<file path="src/rkc_pkg.sv">
package rkc_pkg;

	// kernel geometry and pixel format
	localparam int KERNEL = 3;
	localparam int TAPS = KERNEL * KERNEL;
	localparam int CHANNELS = 3;
	localparam int PIX_BITS = 8;
	localparam int RGB_BITS = CHANNELS * PIX_BITS;
	localparam int FRAC_BITS = 8;
	localparam int ROW_BITS = 17;
	localparam int HEIGHT_BITS = 16;
	localparam int WIDTH_REG_BITS = 11;
	localparam int COEF_REG_BITS = 48;
	localparam logic [PIX_BITS-1:0] PIX_MAX = 8'd255;
	localparam logic [PIX_BITS-1:0] PIX_MIN = 8'd0;

	// register map, index = paddr / 8
	typedef enum logic [2:0] {
		REG_WIDTH    = 3'd0,
		REG_HEIGHT   = 3'd1,
		REG_COEF_TOP = 3'd2,
		REG_COEF_MID = 3'd3,
		REG_COEF_BOT = 3'd4
	} reg_idx_t;

	// control that travels with the operands of stage 1
	typedef struct packed {
		logic valid;
		logic last;
	} s1_ctl_t;

	// load enables of the lane pipeline stages
	typedef struct packed {
		logic s2;
		logic s3;
	} stage_en_t;

endpackage

</file>
<file path="src/rkc_lane.sv">
module rkc_lane import rkc_pkg::*; #(
	parameter int COEF_BITS = 16
) (
	input  logic                        clk,
	input  stage_en_t                   en,
	input  logic [PIX_BITS-1:0]         pix_s1 [TAPS],
	input  logic signed [COEF_BITS-1:0] coef [TAPS],
	output logic [PIX_BITS-1:0]         result
);

	localparam int PW = COEF_BITS + PIX_BITS + 1;
	localparam int RW = PW + 2;
	localparam int TW = PW + 4;

	logic signed [PW-1:0] prod_s2 [TAPS];
	logic signed [RW-1:0] row_s3 [KERNEL];
	logic signed [TW-1:0] total;

	// one small multiplier per tap
	always_ff @(posedge clk) begin
		if (en.s2) begin
			for (int i = 0; i < TAPS; i++) begin
				prod_s2[i] <= PW'($signed({1'b0, pix_s1[i]})) * PW'(coef[i]);
			end
		end
	end

	// row sums
	always_ff @(posedge clk) begin
		if (en.s3) begin
			for (int k = 0; k < KERNEL; k++) begin
				row_s3[k] <= RW'(prod_s2[k*KERNEL]) + RW'(prod_s2[k*KERNEL + 1]) +
					RW'(prod_s2[k*KERNEL + 2]);
			end
		end
	end

	// final sum, drop fraction, clamp to pixel range
	always_comb begin
		total = TW'(row_s3[0]) + TW'(row_s3[1]) + TW'(row_s3[2]);
		if (total[TW-1]) begin
			result = PIX_MIN;
		end else if (|total[TW-2:FRAC_BITS+PIX_BITS]) begin
			result = PIX_MAX;
		end else begin
			result = total[FRAC_BITS+PIX_BITS-1:FRAC_BITS];
		end
	end

endmodule

</file>
<file path="config.mk">
export PLATFORM = sky130hd
export DESIGN_NAME = rkc_lane
export DESIGN_NICKNAME = d
export VERILOG_FILES = /design/src/rkc_pkg.sv /design/src/rkc_lane.sv
export SDC_FILE = /design/constraint.sdc
export NUM_CORES = 2
export LEC_CHECK = 0
export BUFFER_PORTS_ARGS = -buffer_cell sky130_fd_sc_hd__buf_2
export CORE_MARGIN = 3
export CORE_UTILIZATION = 60
export DETAILED_ROUTE_END_ITERATION = 10
export PLACE_DENSITY = 0.84
export RECOVER_POWER = 50
export SLEW_MARGIN = 20
export SYNTH_ARGS = -nofsm -noshare
export SYNTH_HDL_FRONTEND = slang
export SYNTH_SLANG_ARGS = --single-unit
</file>
<file path="constraint.sdc">
create_clock -name clk -period 10.2 [get_ports clk]
set_input_delay 1.53 -clock clk [delete_from_list [all_inputs] [get_ports clk]]
set_output_delay 1.53 -clock clk [all_outputs]
set_load 0.02 [all_outputs]
</file>
==> results.md <==
- Status: complete, but fails checks
- Failing checks: max-capacitance violations, max-slew violations
- Clock Latency Late Sink: 0.57 ns
- Yosys top cell area share: 36.3%
- Nets: 7,812
- Total gr overflow: 0
- Number of I/O pins: 227
- Pin count of the biggest net entering global routing: 82
- CP dominant cell by count: clkbuf_1
- Clock root buffer master: clkbuf_16
- Critical path startpoint category: input pin
- Final Hold Viols: 0
- CTS buffer count: 36
- Min-delay worst type: flip-flop to flip-flop
- Worst path depth: 2
- Vias in the first global route: 42,767
- Clk sinks: 306
- DR DRC count: 0
- CP cell instances: clkbuf_1 -> clkbuf_1
- Cts hold-fix bufs: 0
- MaxCap Viol Count: 4
- Initial Util: 61.0%
- # setup viols final: 0
- Final worst slack: 2.77 ns
- Die Ht: 312 um
- Core area: 92,400 um2
- WL met3: 7070 um
- Crit. End Element: flip-flop
- WHS Path Cells: 3
- Worst Setup Slack post-DPL: 3.40 ns
- Layout cells sized above 1: 4.97%
- Max Clk Rate: 0.135 GHz
- Clock skew: 0.0483 ns
- Commonest non-fill, non-tap cell in the layout: inv_1
- Worst path arrival time: 7.50 ns
- Dpl hpwl: 101,000 um
- Total Die Area: 97,600 um2
- Drt wl/cell: 16.7 um
- Slowest stage delay, CP: 3.07 ns
- IO Port Bufs: 226
- Placer Congestion: 0.900
- RSZ-0062 raised after global routing: false
- Sequential cell area fraction in the yosys report: 16.3%
- Worst reg2reg path depth: 11
- Initial antenna violation count: 31
- WP data required: 10.27 ns
- Post-CTS sizing: 0
- DRT iter0 DRCs: 2,595
- First-pass DRT Iterations: 7
- Syn-to-layout area delta: 6.20%
- H-tree levels: 2
- Post-DP Area: 58,800 um2
- Tmin final: 7.43 ns
- Most frequent cells in the layout: 1,427 x inv_1, 1,022 x fa_1, 631 x and2_1
- # rows: 111
- Net Count, Synth: 7,629
- Flops & latches, synth: 306
- Cells after Synth: 5,836
- Largest delay share family, worst path: buffers and inverters
- Vias: 39,954
- Final instance area: 59,800 um2
- GRT Resource Usage Total: 25.9%
- Metal1 wirelength: 48,600 um
- Die extent in x: 312 um
- Period utilization: 72.8%
- Max-slew headroom: -195%
- Clock slew at reported path FFs: 0.06 ns
- Post-route ant nets: 0
- Fin Setup TNS: 0 ns
- Synthesized cell area: 56,400 um2
- Final slew viol count: 312
- CP max FO: 76
- Synth area leader: fa_1
- Worst-Margin Slew: 4.43 ns
- Vias per cell: 5.47
- Final WL: 122,000 um
- Clock Path Buffers: 3
- Synth cell types: 69
- Async S/R FF share, synth: 0%
- Setup bufs post-CTS: 0
- CTS tree: done
- Synth area leaders: fa_1 36%, edfxtp_1 16%, ha_1 12%, inv_1 9.5%, and2_1 7.1%
- Top sig layer: met5
- Synth warn: 0
- Buffers & Inverters on Critical Path: 2
- Metal2 WL: 61,700 um
- Avg Cell Area, Syn: 9.66 um2
- Top FF cell, synth: edfxtp_1
- Post-synth EDFFs: 306
- First-pass GRT wire length: 207,000 um
- Slowest CP cell: clkbuf_1
- WS Path Type: input pin to flip-flop
## worst register-to-register path, cell delays in order (launching register included)
cell and delay, ns:
edfxtp_1 0.45, fa_1 0.51, ha_1 0.30, a21o_1 0.18, a21o_1 0.21, a2111oi_1 0.77, o211ai_1 0.30, a21oi_1 0.33
nor2_1 0.07, a21oi_1 0.21, o21ai_0 0.14, xnor2_1 0.39
## metal layers
layer / track usage (%) / up-vias
met2: 44.8 / 1230
met1: 33.3 / 20154
li1: - / 18293
met4: 9.24 / 8
met3: 3.65 / 269
met5: 0 / -
## layout make-up
cell class              instances  area (um2)
clock inverters                18         138
repair buffers                228        1120
inverters                    1427        5360
well taps                    1243        1560
diodes                         27        67.6
clock buffers                  41         920
fillers                      7049       32500
multi-input cells            4020       41500
flip-flops and latches        306        9190
## sequential cells by signal (all words and copies together) (netlist names)
name     flops
row_s3      81
prod_s2    225
## per-stage QoR
stage / util, % / hold slack (ns) / cells
final: 64.8 / 0.789 / 7310
after floorplan: - / 0.680 / 5836
after global routing: 64.8 / 0.823 / 7303
after global placement: 63.6 / 0.783 / 7224
after CTS: 64.8 / 0.797 / 7283
after detailed placement: 63.6 / 0.788 / 7224
## final timing paths
path | start | end | slack [ns]
hold / removal | prod_s2[0][125]$_DFFE_PP_ | row_s3[0][27]$_DFFE_PP_ | 0.79
setup reg to reg | prod_s2[0][52]$_DFFE_PP_ | row_s3[0][20]$_DFFE_PP_ | 6.09
hold reg to reg | prod_s2[0][125]$_DFFE_PP_ | row_s3[0][27]$_DFFE_PP_ | 0.79
setup / recovery | en[1] | prod_s2[0][160]$_DFFE_PP_ | 2.77
## cells in the mapped netlist, drive strengths merged, types with 5 or more instances
master,n
fa,1022
a41oi,9
a31oi,23
a21o,78
nand2b,27
xor2,71
edfxtp,306
or3,18
a211oi,16
o211ai,17
o2111ai,5
o21a,24
o21ai,81
o31ai,5
a31o,7
ha,552
nor2b,27
nor2,106
a2111oi,5
nand3,45
nand4,13
and3,29
xnor2,202
nor3,62
a21oi,205
inv,1427
o21bai,22
a21boi,5
clkbuf,83
and2,640
or2,18
nand3b,8
nand2,629
## cell families after synthesis
family,Yosys count,share of synthesized area [%]
AO/OA/AOI/OAI,537,6.05
XOR/XNOR,273,4.24
adder cells (fa/ha/maj),1574,48.6
buffers and inverters,1510,10.1
flip-flops,306,16.3
multiplexers,4,0.0733
AND/OR/NAND/NOR,1632,14.7
Power is left out: the tool's default activity adds up to more than one toggle a clock period on the data nets, which glitch-free logic cannot reach.
